--- src/hw/rtl/srrft_ram.sv ---
// ----------------------------------------------------------------------------
// srrft_ram
// Generic simple dual-port RAM with one write port and a registered read.
// ----------------------------------------------------------------------------
module srrft_ram #(
    parameter int WIDTH = 8,
    parameter int DEPTH = 64
) (
    input  logic                     clk,
    input  logic                     we,
    input  logic [$clog2(DEPTH)-1:0] waddr,
    input  logic [WIDTH-1:0]         wdata,
    input  logic [$clog2(DEPTH)-1:0] raddr,
    output logic [WIDTH-1:0]         rdata
);

    logic [WIDTH-1:0] mem [DEPTH];

    always_ff @(posedge clk)
    begin
        if (we)
        begin
            mem[waddr] <= wdata;
        end
        rdata <= mem[raddr];
    end

endmodule

--- config.mk ---
export PLATFORM = sky130hd
export DESIGN_NAME = srrft_ram
export DESIGN_NICKNAME = d
export VERILOG_FILES = /design/src/hw/rtl/srrft_ram.sv
export SDC_FILE = /design/constraint.sdc
export NUM_CORES = 1
export LEC_CHECK = 0
export ABC_CLOCK_PERIOD_IN_PS = 3600
export BUFFER_PORTS_ARGS = -buffer_cell sky130_fd_sc_hd__buf_2
export CELL_PAD_IN_SITES_DETAIL_PLACEMENT = 1
export CELL_PAD_IN_SITES_GLOBAL_PLACEMENT = 1
export CORE_UTILIZATION = 55
export CTS_CLUSTER_DIAMETER = 40
export CTS_CLUSTER_SIZE = 24
export DETAILED_ROUTE_END_ITERATION = 12
export PLACE_DENSITY = 0.77
export SYNTH_ARGS = -nofsm -noshare
export SYNTH_HDL_FRONTEND = slang
export SYNTH_SLANG_ARGS = --single-unit
--- constraint.sdc ---
create_clock -name clk -period 3.6 [get_ports clk]
set_input_delay 0.36 -clock clk [delete_from_list [all_inputs] [get_ports clk]]
set_output_delay 0.36 -clock clk [all_outputs]
set_load 0.02 [all_outputs]
* After elaboration in Yosys (flattened, before gate mapping)
Memories as Yosys holds them, arrays and structs flattened. A register that Yosys moved wholly into a read port is not among the register bits.
Cells that the tools add are included.
** Storage, ports and cells
- Memory bits (writable) :: 512
- Output and inout port bits :: 8
- Input port bits :: 22
- Flip-flop bits (word level) :: 0
- Word-level logic and storage cells :: 3
- Memories :: 1
** Operators by class
- Muxes and demuxes :: 2
** Memory list
- mem :: words 64, bits a word 8, read ports 1, clocked after memory_dff 1, wr ports 1, line 17 : logic [WIDTH-1:0] mem [DEPTH];
** Operators with widths (count)
- two-way mux 1 bit :: 2

* Logic depth before layout (Yosys ltp)
- Word-level depth :: 2
- Gate-level depth with buffers :: 9
- Mapped depth without buffers :: 5

* Least setup slack after synthesis
Ideal clock, no wire load.
- Path type :: input -> register
- Start :: in raddr[1]
- End :: reg rdata[3], read port of mem
- Slack :: 1.572 ns
- Stages on the path :: 7
- Arrival time :: 1.900 ns
- Library setup time :: 0.128 ns
- Path through :: buf_4 > buf_2 > buf_2 > mux4_2 > mux4_2 > o21ai_1 > o41ai_1
** RTL lines
- from (decl) :: line 13 : input logic [$clog2(DEPTH)-1:0] raddr,
- to (decl) :: line 14 : output logic [WIDTH-1:0] rdata

==> flow_metrics.py <==
metrics = {
    "setup_path": {
        "cp-startpoint": "raddr[1]",
        "start_kind": "primary input",
        "worstSetupPathType": "primary input to register",
        "cp.required_ps": 4060,
        "r2r_start": "mem[24][6]",
        "end_kind": "register",
        "cp_max_fo": 38,
        "crit_arrival_ps": 2680,
        "reg2regPathDepth": 5,
    },
    "logic_synthesis": {
        "synthAdderAreaFrac_pct": 0,
        "yosys.area.top_type": "edfxtp_1",
        "synthMuxAreaShare_pct": 15.9,
        "synthCells": 940,
        "synth_top_area_share_pct": 76.2,
        "syn_area_um2": 20200,
        "synth_top_family_by_area": "multiplexers",
        "ys_types": 40,
        "synth_compound_area_share_pct": 2.07,
        "synth_xor_area_share_pct": 0,
        "synthSimpleGateAreaFrac_pct": 3.39,
        "yosys-top-cells-area": "edfxtp_1, mux4_2, nor2_1",
        "ys_seq_area_share_pct": 77.0,
        "ys_ff_latch": 520,
        "syn_avg_cell_area_um2": 21.5,
        "syn_nets": 962,
        "yosys_warnings": 0,
    },
    "clock_network": {
        "ctsHtreeMaxLevel": 2,
        "cts_tree": "done",
        "path_clk_slew_ps": 60,
        "cts_resized": 0,
        "cts_setup_buffers": 0,
        "numCtsBuffers": 58,
        "cts_hold_buf": 0,
        "cts_sinks": 520,
        "worstSkewPairLatency_ps": 610,
        "clock_path_buffers": 3,
        "cts_root_buf": "clkbuf_16",
    },
    "routing": {
        "vias": 9883,
        "wl_um": 48100,
        "drtIter0Drc": 1094,
        "wl_met3_um": 3570,
        "antenna_left": 0,
        "drt_first_pass_iters": 5,
        "wl_per_cell_um": 31.7,
        "drc": 0,
        "m1WireLength_um": 19600,
        "via_per_inst": 6.51,
        "route.met2.wl_um": 23600,
        "route.top_layer_used": "met4",
    },
    "timing": {
        "max_slew.worst_pin.slew_ps": 1340,
        "fin_setup_tns_ps": 0,
        "hold_slack_ps": 200,
        "final_hold_viol_count": 0,
        "period_minus_slack_ps": 2220,
        "finClkSkew_ps": 17.9,
        "fmax_ghz": 0.451,
        "fin_crit_sh_pct": 61.6,
        "maxSlewHeadroom_pct": 10.6,
        "report.final.slew_viol_count": 0,
        "rsz0062_at_grt": "false",
        "setup_violations": 0,
    },
    "cells_and_area": {
        "final_cell_mix": "edfxtp_1, mux4_2, nor2_1",
        "area_growth_pct": 12.9,
        "drive_gt1_share_pct": 28.2,
        "post-route-util_pct": 63.5,
        "nNetsFinal": 1030,
        "num-fill-cells": 2860,
        "final_common_cell": "edfxtp_1",
        "diodes": 0,
    },
    "die": {
        "dieArea_um2": 37400,
        "core_area_um2": 35800,
        "ioPinCount": 30,
        "die_w_um": 193,
        "initial_core_util_pct": 56.3,
        "die_y_um": 193,
        "num_rows": 69,
    },
    "pwr": {
        "power.net_switching_mw": 2.93,
        "power.density_nw_per_um2": 577,
        "p_clk_share_pct": 44.0,
        "leakagePower_nw": 7.16,
        "p_comb_share_pct": 4.8,
        "intPower_mw": 10.2,
        "power_frac_seq_pct": 51.2,
        "switching_share_pct": 22.3,
        "ir_drop_mv": 0.466,
    },
    "hold_path": {
        "hp-start": "raddr[5]",
        "hold_class": "primary input to register",
        "min_delay_path_depth": 3,
    },
    "grt": {
        "grt_pass1_vias": 10400,
        "overflow": 0,
        "grt_pass1_wl_um": 71400,
        "antenna_found_initial": 0,
        "grt_max_degree": 65,
        "track_usage_pct": 26.6,
    },
    "run_status": {
        "status": "completed",
    },
    "placed_design": {
        "portBuffers": 29,
        "dpl.hpwl_um": 28700,
        "gp_congestion": 0.793,
    },
    "flow_run": {
        "max-cap-violations": 0,
    },
}
-- power by group through the flow --
stage | logic [mW] | registers [mW] | clock network, mW
after global routing | 0.668 | 6.73 | 6.06
after global placement | 0.610 | 6.85 | 0
after CTS | 0.638 | 6.73 | 5.84
after floorplan | 0.357 | 6.85 | 0
final | 0.636 | 6.73 | 5.78
after detailed placement | 0.631 | 6.86 | 0
-- state kept, by name (all words and copies together), names as in the netlist --
signal and count:
mem 512, rdata 8
-- worst max-delay path: stages --
cell and delay [ps]:
buf_4 520, buf_12 330, mux4_2 360, mux4_2 510
o21ai_0 420, nand2_1 140
-- routing by layer --
metal	vias to the layer above	global-route usage, %
li1	4078	-
met1	5284	37.8
met2	437	42.6
met3	84	4.99
met4	0	8.03
met5	-	0
-- stage by stage --
step | setup slack (ps) | std cells | total power [mW] | area, um^2
2_1_floorplan | 1570 | 940 | 7.21 | 20200
3_3_place_gp | 762 | 1409 | 7.46 | 20900
3_5_place_dp | 743 | 1409 | 7.49 | 20900
4_1_cts | 1410 | 1518 | 13.2 | 22800
5_1_grt | 1380 | 1518 | 13.5 | 22800
6_report | 1380 | 1518 | 13.1 | 22800
-- cells in the mapped netlist --
| cell type | number |
|---|---|
| nand3_1 | 13 |
| nor2b_1 | 14 |
| buf_12 | 2 |
| a22oi_1 | 3 |
| mux4_2 | 126 |
| and2_1 | 1 |
| clkbuf_1 | 17 |
| a211oi_1 | 4 |
| nor3_1 | 7 |
| mux2i_1 | 23 |
| a21oi_1 | 3 |
| nand4_1 | 2 |
| nand4b_1 | 1 |
| buf_6 | 4 |
| nor2_1 | 83 |
| mux2_2 | 13 |
| a31oi_1 | 1 |
| nand2b_1 | 7 |
| buf_4 | 13 |
| a2111oi_0 | 2 |
| buf_1 | 4 |
| o221a_2 | 2 |
| o2111ai_1 | 3 |
| edfxtp_1 | 512 |
| dfxtp_1 | 8 |
| o2bb2ai_1 | 3 |
| nor4_1 | 2 |
| o221ai_1 | 8 |
| nand3b_1 | 3 |
| o32ai_1 | 2 |
| nand2_1 | 19 |
| o21ai_1 | 2 |
| o41ai_1 | 2 |
| or3_1 | 1 |
| buf_2 | 11 |
| o21a_1 | 2 |
| o311ai_1 | 1 |
| a221oi_1 | 6 |
| o21ai_0 | 2 |
| o22ai_1 | 8 |
-- final cells by class --
type	instances	area [um^2]	share of cell area [%]
flip-flops and latches	520	15500	68.2
clock inverters	42	388	1.70
well taps	461	577	2.53
multi-input cells	369	4320	19.0
repair buffers	59	447	1.96
clock buffers	67	1510	6.62
-- final timing paths --
check | end | slack (ps)
worst min-delay path | rdata[1] | 200
worst min register to register | rdata[6] | 880
worst max register to register | rdata[6] | 1490
worst max-delay path | rdata[7] | 1380
-- cells by family (layout without fill, tap and decap cells) --
logic type | after synthesis | count (layout)
AND/OR/NAND/NOR | 153 | 153
flip-flops | 520 | 520
multiplexers | 162 | 162
buffers and inverters | 51 | 168
AO/OA/AOI/OAI | 54 | 54
No activity file was read; power rests on OpenSTA's default activity.
