**src/hw/rtl/srrft_pkg.sv**
```systemverilog
// ----------------------------------------------------------------------------
// srrft_pkg
// Shared constants, codes and types of the sticky round-robin flow table.
// ----------------------------------------------------------------------------
package srrft_pkg;

    localparam int SESSIONS = 64;
    localparam int TARGETS  = 16;

    localparam int IDX_W  = $clog2(SESSIONS);
    localparam int CNT_W  = $clog2(SESSIONS + 1);
    localparam int TGT_W  = 4;
    localparam int NUMT_W = 5;
    localparam int ADDR_W = 32;
    localparam int PORT_W = 16;
    localparam int KEY_W  = ADDR_W + PORT_W;
    localparam int TIME_W = 32;
    localparam int LIM_W  = 16;
    localparam int EVC_W  = 7;

    localparam logic [LIM_W-1:0]  DEFAULT_IDLE_LIMIT = 16'd900;
    localparam logic [NUMT_W-1:0] TARGETS_N          = NUMT_W'(TARGETS);
    localparam logic [EVC_W-1:0]  EVICT_MAX          = 7'd127;

    // Input action codes.
    localparam logic [1:0] ACT_SOURCE = 2'd0;
    localparam logic [1:0] ACT_TICK   = 2'd1;
    localparam logic [1:0] ACT_REPLY  = 2'd2;

    // Configuration register indexes.
    localparam logic [1:0] REG_ENABLE  = 2'd0;
    localparam logic [1:0] REG_TARGETS = 2'd1;
    localparam logic [1:0] REG_IDLE    = 2'd2;

    typedef enum logic
    {
        CMP_KEY = 1'b0,
        CMP_AGE = 1'b1
    } cmp_mode_t;

    typedef struct packed
    {
        cmp_mode_t         mode;
        logic [KEY_W-1:0]  a;
        logic [KEY_W-1:0]  b;
        logic [LIM_W-1:0]  limit;
    } cmp_in_t;

    typedef struct packed
    {
        logic              forwarded;
        logic [TGT_W-1:0]  target_index;
        logic [IDX_W-1:0]  slot;
        logic              new_session;
        logic              dropped;
        logic [ADDR_W-1:0] peer_addr;
        logic [PORT_W-1:0] peer_port;
        logic [EVC_W-1:0]  evicted_count;
    } res_t;

endpackage

```
**src/hw/rtl/srrft_cmp.sv**
```systemverilog
// ----------------------------------------------------------------------------
// srrft_cmp
// Shared compare unit: key equality for lookups, idle age against the limit
// for the eviction sweep.
// ----------------------------------------------------------------------------
module srrft_cmp
    import srrft_pkg::*;
(
    input  cmp_in_t cmp_in,
    output logic    match
);

    logic [TIME_W-1:0] age;

    assign age = cmp_in.a[TIME_W-1:0] - cmp_in.b[TIME_W-1:0];

    always_comb
    begin
        case (cmp_in.mode)
            CMP_KEY: match = (cmp_in.a == cmp_in.b);
            CMP_AGE: match = (age >= {{(TIME_W-LIM_W){1'b0}}, cmp_in.limit});
            default: match = 1'b0;
        endcase
    end

endmodule

```
**config.mk**
```make
export PLATFORM = sky130hd
export DESIGN_NAME = srrft_cmp
export DESIGN_NICKNAME = d
export VERILOG_FILES = /design/src/hw/rtl/srrft_pkg.sv /design/src/hw/rtl/srrft_cmp.sv
export SDC_FILE = /design/constraint.sdc
export NUM_CORES = 1
export LEC_CHECK = 0
export BUFFER_PORTS_ARGS = -buffer_cell sky130_fd_sc_hd__buf_2
export CAP_MARGIN = 20
export CORE_ASPECT_RATIO = 2
export CORE_MARGIN = 2
export CORE_UTILIZATION = 50
export DETAILED_ROUTE_END_ITERATION = 7
export PLACE_DENSITY_LB_ADDON = 0.05
export SETUP_SLACK_MARGIN = 0.2
export SYNTH_ARGS = -nofsm -noshare
export SYNTH_HDL_FRONTEND = slang
export SYNTH_SLANG_ARGS = --single-unit
export TNS_END_PERCENT = 5
```
**constraint.sdc**
```tcl
create_clock -name vclk -period 7.5
set_input_delay 0.75 -clock vclk [all_inputs]
set_output_delay 0.75 -clock vclk [all_outputs]
set_load 0.02 [all_outputs]
```
== After elaboration in Yosys (flattened, before gate mapping) ==
Cells that the tools add are included.
Storage, ports and cells
  register bits: 0
Cells by class
  magnitude comparators: 1
  bitwise operators: 1
  mux-type cells: 1
  add/sub/neg operators: 1
  equal/unequal tests: 1
Operator list (count)
  $eq 48x48->1: 1
  $ge 32x16->1: 1
  $sub 32x32->32: 1
  $pmux 1 s2: 1
  $not 1->1: 1

== Longest topological paths before layout ==
Gate-level depths: netlist of the first run.
  depth in word-level cells: 3
  mapped depth: 19

== Worst setup path after synthesis of the first run ==
No wires, ideal clock.
  path kind: input-to-output
  start point: input port cmp_in[64] (netlist name)
  end point: output port match
  buffers on the path: 0
  cell stages on the path: 18
  arrival time: 3743 ps
  path slack: 3007 ps
  cells stage by stage: inv_1 -> ha_1 -> fa_1 -> nand2b_1 -> a21oi_1 -> o21ai_0 -> nor2b_1 -> nor2_1 -> o22ai_1 -> xnor2_1 -> ha_1 -> nor2b_1 -> o21ai_0 -> nand4_1 -> nor4_1 -> nand4_1 -> a2111oi_2 -> a21oi_1
On the way
  longest elaborated chain between the ends: 3
  elaborated cells between the ends (all ways): 4
  those cells by class: add/sub (1); order compare (1); eq/ne (1); mux (1)
Ends and longest elaborated chain
  start, declared: RTL line srrft_cmp.sv:9  | input cmp_in_t cmp_in,
  $sub 32x32->32: RTL line srrft_cmp.sv:15  | assign age = cmp_in.a[TIME_W-1:0] - cmp_in.b[TIME_W-1:0];
  $ge 32x16->1: RTL line srrft_cmp.sv:21  | CMP_AGE: match = (age >= {{(TIME_W-LIM_W){1'b0}}, cmp_in.limit});
  $pmux 1 s2 *: RTL line srrft_cmp.sv:19  | case (cmp_in.mode)
  end, declared: RTL line srrft_cmp.sv:10  | output logic match
Mark *: on every way between the ends. The rest lies on a longest branch, timed or not.

== Worst setup path in the final report of the first run ==
  start point: input port cmp_in[16] (netlist name)
  end point: output port match
Same word-level chain as after synthesis.

==> out/results.ini, run 1 <==
[global_routing]
globalRoute.busiestLayer=met2
grtUsageMet2_pct=58.7
grt-ovfl-total=0
grt_util_met3_pct=0.603
grt_max_degree=10
grt_util_met1_pct=24.9
grt_first_pass_wirelength_mm=13.3
grt_pass1_vias=3200
grt_usage_pct=26.7
antenna_found_initial=0

[synth]
synth.avg_cell_area_um2=6.51
ys_seq_area_share_pct=0
synth_area_leaders=ha_1, xnor2_1, inv_1, a21oi_1, nor2_1
synth_top_area_share_pct=22.2
syn_nets=568
ys.warnings.count=0
ys_types=52
synth_area_leader_cell=ha_1
yosys-top-cells-count=inv_1, ha_1, a21oi_1
synth.most_common_cell=inv_1
syn_inst=407
synthesis.area_mm2=0.00265

[sta]
finalCritPeriodShare_pct=67.8
setup_violations=0
finalCriticalPeriod_ns=5.08
tightest_slew_ns=0.509
max_slew_margin_pct=65.7
rsz0062_at_grt=false
fmax_mhz=197
fin_tns_setup_ns=0
drv_slew=0
finalHoldViolations=0

[final_layout]
drive_gt1_share_pct=25.5
final_net_count=673
regArea_um2=0
antenna_cells=0
areaGrowthSynthToFinish_pct=22.3
flops_and_latches=0
clkbuf_count=0

[clock_network]
post_cts_hold_buffer_count=0
cts_setup_buffers=0
post_cts_resized=0

[worst_setup_path]
critPathCaptureType=output pin
start_kind=primary input
critical_path_peak_fanout=4
worst-setup-path-type=primary input to output pin
cp.arrival_ns=4.33
required_ns=6.75

[run]
maxCapViolCount=0

[die]
die_area_mm2=0.00593
fp.coreArea_mm2=0.00514
fp-row-count=37
start_util_pct=51.5
die_w_um=55.5
ios=114
die_h_um=107

[route]
via_count=3266
antenna_left=0
drt_iter0_drc=83
dr.pass1.iters=4
drt_wl_total_mm=8.25
vias_per_cell=5.75
wl_per_cell_um=14.5
drc=0

[status]
outcome=finished clean

[hold_path]
hp-class=primary input to output pin
hold_depth=4

[placed_design]
post-dp-hpwl_mm=7.35
port_buffers=114
place_congestion=0.910

[pwr]
finalPower_mw=0.268
power.density_mw_per_mm2=82.7
vdd_drop_max_uv=50.5
p_leak_nw=1.70

area by class of cell:
type,count,area [µm²]
fillers,539,1900
inverters,57,214
multi-input cells,339,2380
well taps,58,72.6
repair buffers,114,571
where the power goes:
part | switching, mW | internal (mW)
clock network | 0 | 0
registers | 0 | 0
logic | 0.150 | 0.118
critical path, stage by stage:
cell and delay, ns:
buf_2 0.10, ha_1 0.21, fa_1 0.41, nand2b_1 0.18, a21oi_1 0.28, o21ai_0 0.17
nor2b_1 0.17, nor2_1 0.12, o22ai_1 0.08, xnor2_1 0.21, ha_1 0.28, nor2b_1 0.13
o21ai_0 0.16, nand4_1 0.11, nor4_1 0.18, nand4_1 0.16, a2111oi_2 0.35, a21oi_1 0.11
buf_2 0.17
per-layer routing:
metal | part of all wire [%] | wire, µm | vias up
li1 | - | - | 1657
met1 | 35 | 2850 | 1511
met2 | 59 | 4890 | 78
met3 | 2.6 | 212 | 20
met4 | 3.7 | 307 | 0
met5 | 0 | 0 | -
path summary, 6_finish.rpt:
| check | startpoint | end |
|---|---|---|
| max | cmp_in[16] | match |
| min | cmp_in[112] | match |
cells by family (layout without fill, tap and decap cells):
family,count (synthesis),count (layout),synth area share (%)
simple gates,134,134,25.6
buf+inv,68,171,10.1
compound gates,118,118,28.2
mux,3,3,1.28
xor+xnor,36,36,11.9
fa+ha+maj,48,48,23.0
through the flow:
stage	setup slack, ns	area [µm²]	std cells	util (%)	hold WS [ns]
floorplan	3.01	2650	407	-	1.68
global placement	2.52	3240	568	63.0	1.92
detailed placement	2.43	3240	568	63.0	1.92
CTS	2.42	3240	568	63.0	1.93
global route	2.10	3240	568	63.0	1.97
finish	2.42	3240	568	63.0	1.92
cells in the final DEF (no fill, tap or decap), types with 12 or more instances in the layout:
| master | n |
|---|---|
| nand4_1 | 15 |
| ha_1 | 47 |
| nand3_1 | 12 |
| o21ai_0 | 23 |
| inv_1 | 57 |
| nor2_1 | 34 |
| xnor2_1 | 25 |
| nand2_1 | 29 |
| a21oi_1 | 41 |
| buf_2 | 114 |
Power figures use the tool's default switching activity.
==> run 2, diff against run 1 <==
Settings changed: ABC_AREA set to 1, CORE_UTILIZATION 50 to 48.
Clock period 7.5 ns to 4.3 ns, I/O delays scaled along.
==> out/results.ini, run 2 <==
[final_layout]
regArea_um2=0  ; unchanged
final_cell_mix=nand2_1, inv_1, buf_2
flops_and_latches=0  ; unchanged
final_net_count=924  ; +37%
clkbuf_count=0  ; unchanged
drive_gt1_share_pct=18.1  ; -7.4 points
fin_cells=849  ; +49%
areaGrowthSynthToFinish_pct=21.1
multiInputGateArea_mm2=0.00261  ; +9.7%
nFillCells=742  ; +38%
layout_commonest_cell=nand2_1
antenna_cells=0  ; unchanged

[die]
start_util_pct=49.1  ; -2.4 points
die_h_um=120  ; +12%
die_area_mm2=0.00743  ; +25%
die_w_um=62.0  ; +12%
ios=114  ; unchanged
fp-row-count=42  ; +14%
fp.coreArea_mm2=0.00657  ; +28%

[route]
antenna_left=0  ; unchanged
drt_wl_total_mm=10.4  ; +26%
drt_iter0_drc=125  ; +51%
drc=0  ; unchanged
wl_per_cell_um=12.2  ; -16%
vias_per_cell=4.86  ; -15%
via_count=4126  ; +26%
dr.pass1.iters=4  ; unchanged

[synth]
synth_top_area_share_pct=28.4  ; +6.2 points
ys_types=29  ; -44%
synth.most_common_cell=nand2_1
syn_nets=808  ; +42%
synth_area_leader_cell=nand2_1
synth_area_leaders=nand2_1, inv_1, ha_1, nor2_1, xor2_1
synthesis.area_mm2=0.00323  ; +22%
ys_seq_area_share_pct=0  ; unchanged
ys.warnings.count=0  ; unchanged
yosys-top-cells-count=nand2_1, inv_1, nor2_1
synth.avg_cell_area_um2=4.99  ; -23%
syn_inst=647  ; +59%

[worst_setup_path]
required_ns=3.87  ; -2.88 ns
cp_common_cell=nand2_1
start_kind=primary input
critical_path_peak_fanout=4  ; unchanged
max_stage_delay_ns=0.40  ; about the same
cp.arrival_ns=3.19  ; -1.14 ns
crit_chain=buf_2, ha_1, fa_1, inv_1, nand3_1, nand2_1, nand2_1, nand2_2, nand2_1, nand2_1, xor2_1, ha_1, a21oi_1, o21ai_0, nor2_1, nand3_1, nor2_1, nand2_1, nor2_1, nand2_1, nand2_1, nand2_1, buf_2
critPathCaptureType=output pin
worst-setup-path-type=primary input to output pin
slowest_stage=fa_1

[pwr]
p_leak_nw=2.67  ; +57%
vdd_drop_max_uv=57.2  ; +13%
power.density_mw_per_mm2=132  ; +59%

[status]
outcome=finished clean

[global_routing]
grt_pass1_vias=4002  ; +25%
grt_usage_pct=28.6  ; +1.9 points
antenna_found_initial=0  ; unchanged
grt_util_met3_pct=1.19  ; +0.58 points
globalRoute.busiestLayer=met2
grtUsageMet2_pct=57.9  ; -0.73 points
grt_max_degree=7  ; -3
grt-ovfl-total=0  ; unchanged
grt_first_pass_wirelength_mm=16.5  ; +24%
grt_util_met1_pct=26.3  ; +1.4 points

[sta]
finalCritPeriodShare_pct=84.1
max_slew_margin_pct=75.1  ; +9.4 points
finalHoldViolations=0  ; unchanged
finalCriticalPeriod_ns=3.62
fin_tns_setup_ns=0  ; unchanged
drv_slew=0  ; unchanged
fmax_mhz=277
tightest_slew_ns=0.372  ; -0.138 ns
setup_violations=0  ; unchanged
rsz0062_at_grt=false

[placed_design]
port_buffers=114  ; unchanged
place_congestion=0.918  ; +0.91%
dp.cells=849  ; +49%
post-dp-hpwl_mm=9.48  ; +29%

[run]
maxCapViolCount=0  ; unchanged

[clock_network]
post_cts_resized=0  ; unchanged
post_cts_hold_buffer_count=0  ; unchanged
cts_setup_buffers=0  ; unchanged

[hold_path]
hp-class=primary input to output pin

## run 2: per-layer routing
| layer | routed length (µm) | vias to the layer above |
|---|---|---|
| li1 | - | 2186 |
| met1 | 3650 | 1817 |
| met2 | 6040 | 90 |
| met3 | 207 | 33 |
| met4 | 474 | 0 |
| met5 | 0 | - |
## run 2: area by class of cell
class                           instances  share of cell area [%]
Timing Repair Buffer                  114                    14.6
Tap cell                               88                    2.82
Multi-Input combinational cell        484                    66.9
Inverter                              163                    15.7
## run 2: stage by stage
step | cell area [µm²] | worst slack, ns | util (%) | hold slack, ns | total power [mW]
floorplan | 3230 | 1.15 | - | 1.03 | 0.350
global placement | 3910 | 0.754 | 59.5 | 1.19 | 0.498
detailed placement | 3910 | 0.685 | 59.5 | 1.19 | 0.509
CTS | 3910 | 0.680 | 59.5 | 1.20 | 0.511
global route | 3910 | 0.333 | 59.5 | 1.22 | 0.588
finish | 3910 | 0.684 | 59.5 | 1.19 | 0.515
## run 2: kinds of logic after synthesis
group,after synthesis,share of synthesized area (%)
fa+ha+maj,48,18.9
compound gates,39,6.83
buf+inv,163,19.0
simple gates,372,48.6
xor+xnor,25,6.79
## run 2: power breakdown
group	internal [mW]	total, mW	switching (mW)
clock	0	0	0
sequential	0	0	0
combinational	0.200	0.515	0.314
## run 2: worst paths after layout
check / start / endpoint / depth (start not counted)
worst max-delay path: cmp_in[16] / match / 23
worst min-delay path: cmp_in[112] / match / 4
## run 2: critical path, delay by kind of cell
kind,cells,cell delay [ns]
buffers and inverters,3,0.34
AO/OA/AOI/OAI,2,0.23
AND/OR/NAND/NOR,14,1.28
adder cells (fa/ha/maj),3,0.79
XOR/XNOR,1,0.09
==> run 3, diff against run 2 <==
Settings changed: ABC_AREA 1 to 0, CORE_UTILIZATION 48 to 50.
Clock period 4.3 ns to 3.54 ns, I/O delays scaled along.
==> out/results.ini, run 3 (synthesized netlist as in run 1, its figures left out) <==
[sta]
setup_violations=1  ; +1
max_slew_margin_pct=62.8  ; -12 points
tightest_slew_ns=0.555  ; +0.183 ns
finalCritPeriodShare_pct=106
fmax_mhz=265
final.setup.worst_slack_ns=-0.230  ; -0.914 ns
finalHoldViolations=0  ; unchanged
drv_slew=0  ; unchanged
rsz0062_at_grt=true
finalCriticalPeriod_ns=3.77

[die]
ios=114  ; unchanged
die_area_mm2=0.00593  ; -20%
fp.coreArea_mm2=0.00514  ; -22%
fp-row-count=37  ; -12%
die_h_um=107  ; -11%
die_w_um=55.5  ; -10%
start_util_pct=51.5  ; +2.4 points

[hold_path]
hold-path-endpoint=match
hp-class=primary input to output pin
hp-start=cmp_in[112]
hold_depth=4  ; unchanged

[route]
vias_per_cell=5.69  ; +17%
wl_per_cell_um=15.1  ; +23%
dr.pass1.iters=4  ; unchanged
antenna_left=0  ; unchanged
drt_iter0_drc=79  ; -37%
drt_wl_total_mm=9.14  ; -12%
drc=0  ; unchanged
via_count=3455  ; -16%

[worst_setup_path]
required_ns=3.19  ; -0.68 ns
start_kind=primary input
worst-setup-path-type=primary input to output pin
cp.arrival_ns=3.42  ; +0.23 ns
critPathCaptureType=output pin
critical_path_peak_fanout=3  ; -1

[final_layout]
regArea_um2=0  ; unchanged
drive_gt1_share_pct=34.8  ; +17 points
areaGrowthSynthToFinish_pct=39.8
clkbuf_count=0  ; unchanged
antenna_cells=0  ; unchanged
flops_and_latches=0  ; unchanged
final_net_count=712  ; -23%
layout_commonest_cell=buf_2
postLayoutCoreUtil_pct=72.1  ; +13 points
final_cell_mix=buf_2, inv_1, ha_1
design_area_mm2=0.00370  ; -5.2%

[placed_design]
place_congestion=0.911  ; -0.76%
post-dp-hpwl_mm=7.95  ; -16%
port_buffers=114  ; unchanged
placed_cell_area_mm2=0.00355  ; -9.1%

[global_routing]
grt-ovfl-total=0  ; unchanged
grt_first_pass_wirelength_mm=14.1  ; -15%
grt_max_degree=10  ; +3
grt_usage_pct=28.6  ; about the same
antenna_found_initial=0  ; unchanged
grt_pass1_vias=3449  ; -14%

[pwr]
vdd_drop_max_uv=110  ; +93%
p_leak_nw=1.93  ; -28%
power.density_mw_per_mm2=184  ; +39%

[run]
maxCapViolCount=0  ; unchanged

[status]
violations=negative setup slack
outcome=finished with violations

[clock_network]
post_cts_hold_buffer_count=0  ; unchanged

## run 3: changes by cell type in the layout (fill, tap and decap cells not counted), moves of 9 or more
cell      previous run  this run
xor2_1              21        11
nand2_1            244        29
buf_4                0        39
a21oi_1             26        37
o211ai_1             1        10
xnor2_1              4        24
inv_1              162        55
nand3_1             28        12
o21ai_0              5        20
nor2_1              52        33
## run 3: cell type report
| cell class | instances | area [µm²] |
|---|---|---|
| fill | 498 | 1440 |
| timing repair buffer | 153 | 895 |
| multi-input combinational | 339 | 2520 |
| tap | 58 | 72.6 |
| inverter | 57 | 219 |
## run 3: worst max path at each step
stage / startpoint / end / cells after the start
global route: cmp_in[64] / match / 20
global placement: cmp_in[20] / match / 21
CTS: cmp_in[20] / match / 21
detailed placement: cmp_in[64] / match / 20
floorplan: cmp_in[64] / match / 18
finish: cmp_in[64] / match / 20
## run 3: per-layer routing
layer  GRT usage [%]  vias to the layer above  wire length, µm
li1                -                     1742                -
met1            24.1                     1565             2970
met2            61.3                      102             5360
met3            1.57                       46              220
met4            16.6                        0              582
met5               0                        -                0
## run 3: critical path, stage by stage
cell	delay, ns
buf_6	0.08
inv_4	0.03
ha_4	0.15
fa_2	0.39
nand2b_4	0.16
a21oi_4	0.16
buf_4	0.14
o21ai_2	0.08
o21ai_1	0.19
xor2_1	0.13
ha_1	0.21
a21oi_2	0.20
nor2b_4	0.06
o21ai_2	0.10
nand4_1	0.10
nor4_1	0.26
nand4_1	0.18
a2111oi_4	0.23
a21oi_2	0.09
buf_6	0.14
## run 3: what timing repair did
item | 4_1_cts | 5_1_grt
setup buffers | 0 | 1
pin swaps | 18 | 17
endpoints found under the setup margin | 1 | 1
gates cloned | 0 | 0
resized for setup | 13 | 18
## run 3: power breakdown
group | internal (mW) | switching (mW) | leakage [nW]
sequential | 0 | 0 | 0
combinational | 0.320 | 0.360 | 1.93
clock | 0 | 0 | 0
## run 3: through the flow
step                worst slack, ns  power [mW]  TNS, ns  hold slack [ns]  instances
floorplan                    0.0654       0.402        0            0.892        407
global placement             -0.286       0.614   -0.286             1.12        606
detailed placement           -0.353       0.627   -0.353             1.11        606
CTS                          -0.316       0.640   -0.316             1.10        606
global route                 -0.447       0.751   -0.447             1.13        607
finish                       -0.230       0.680   -0.230             1.10        607
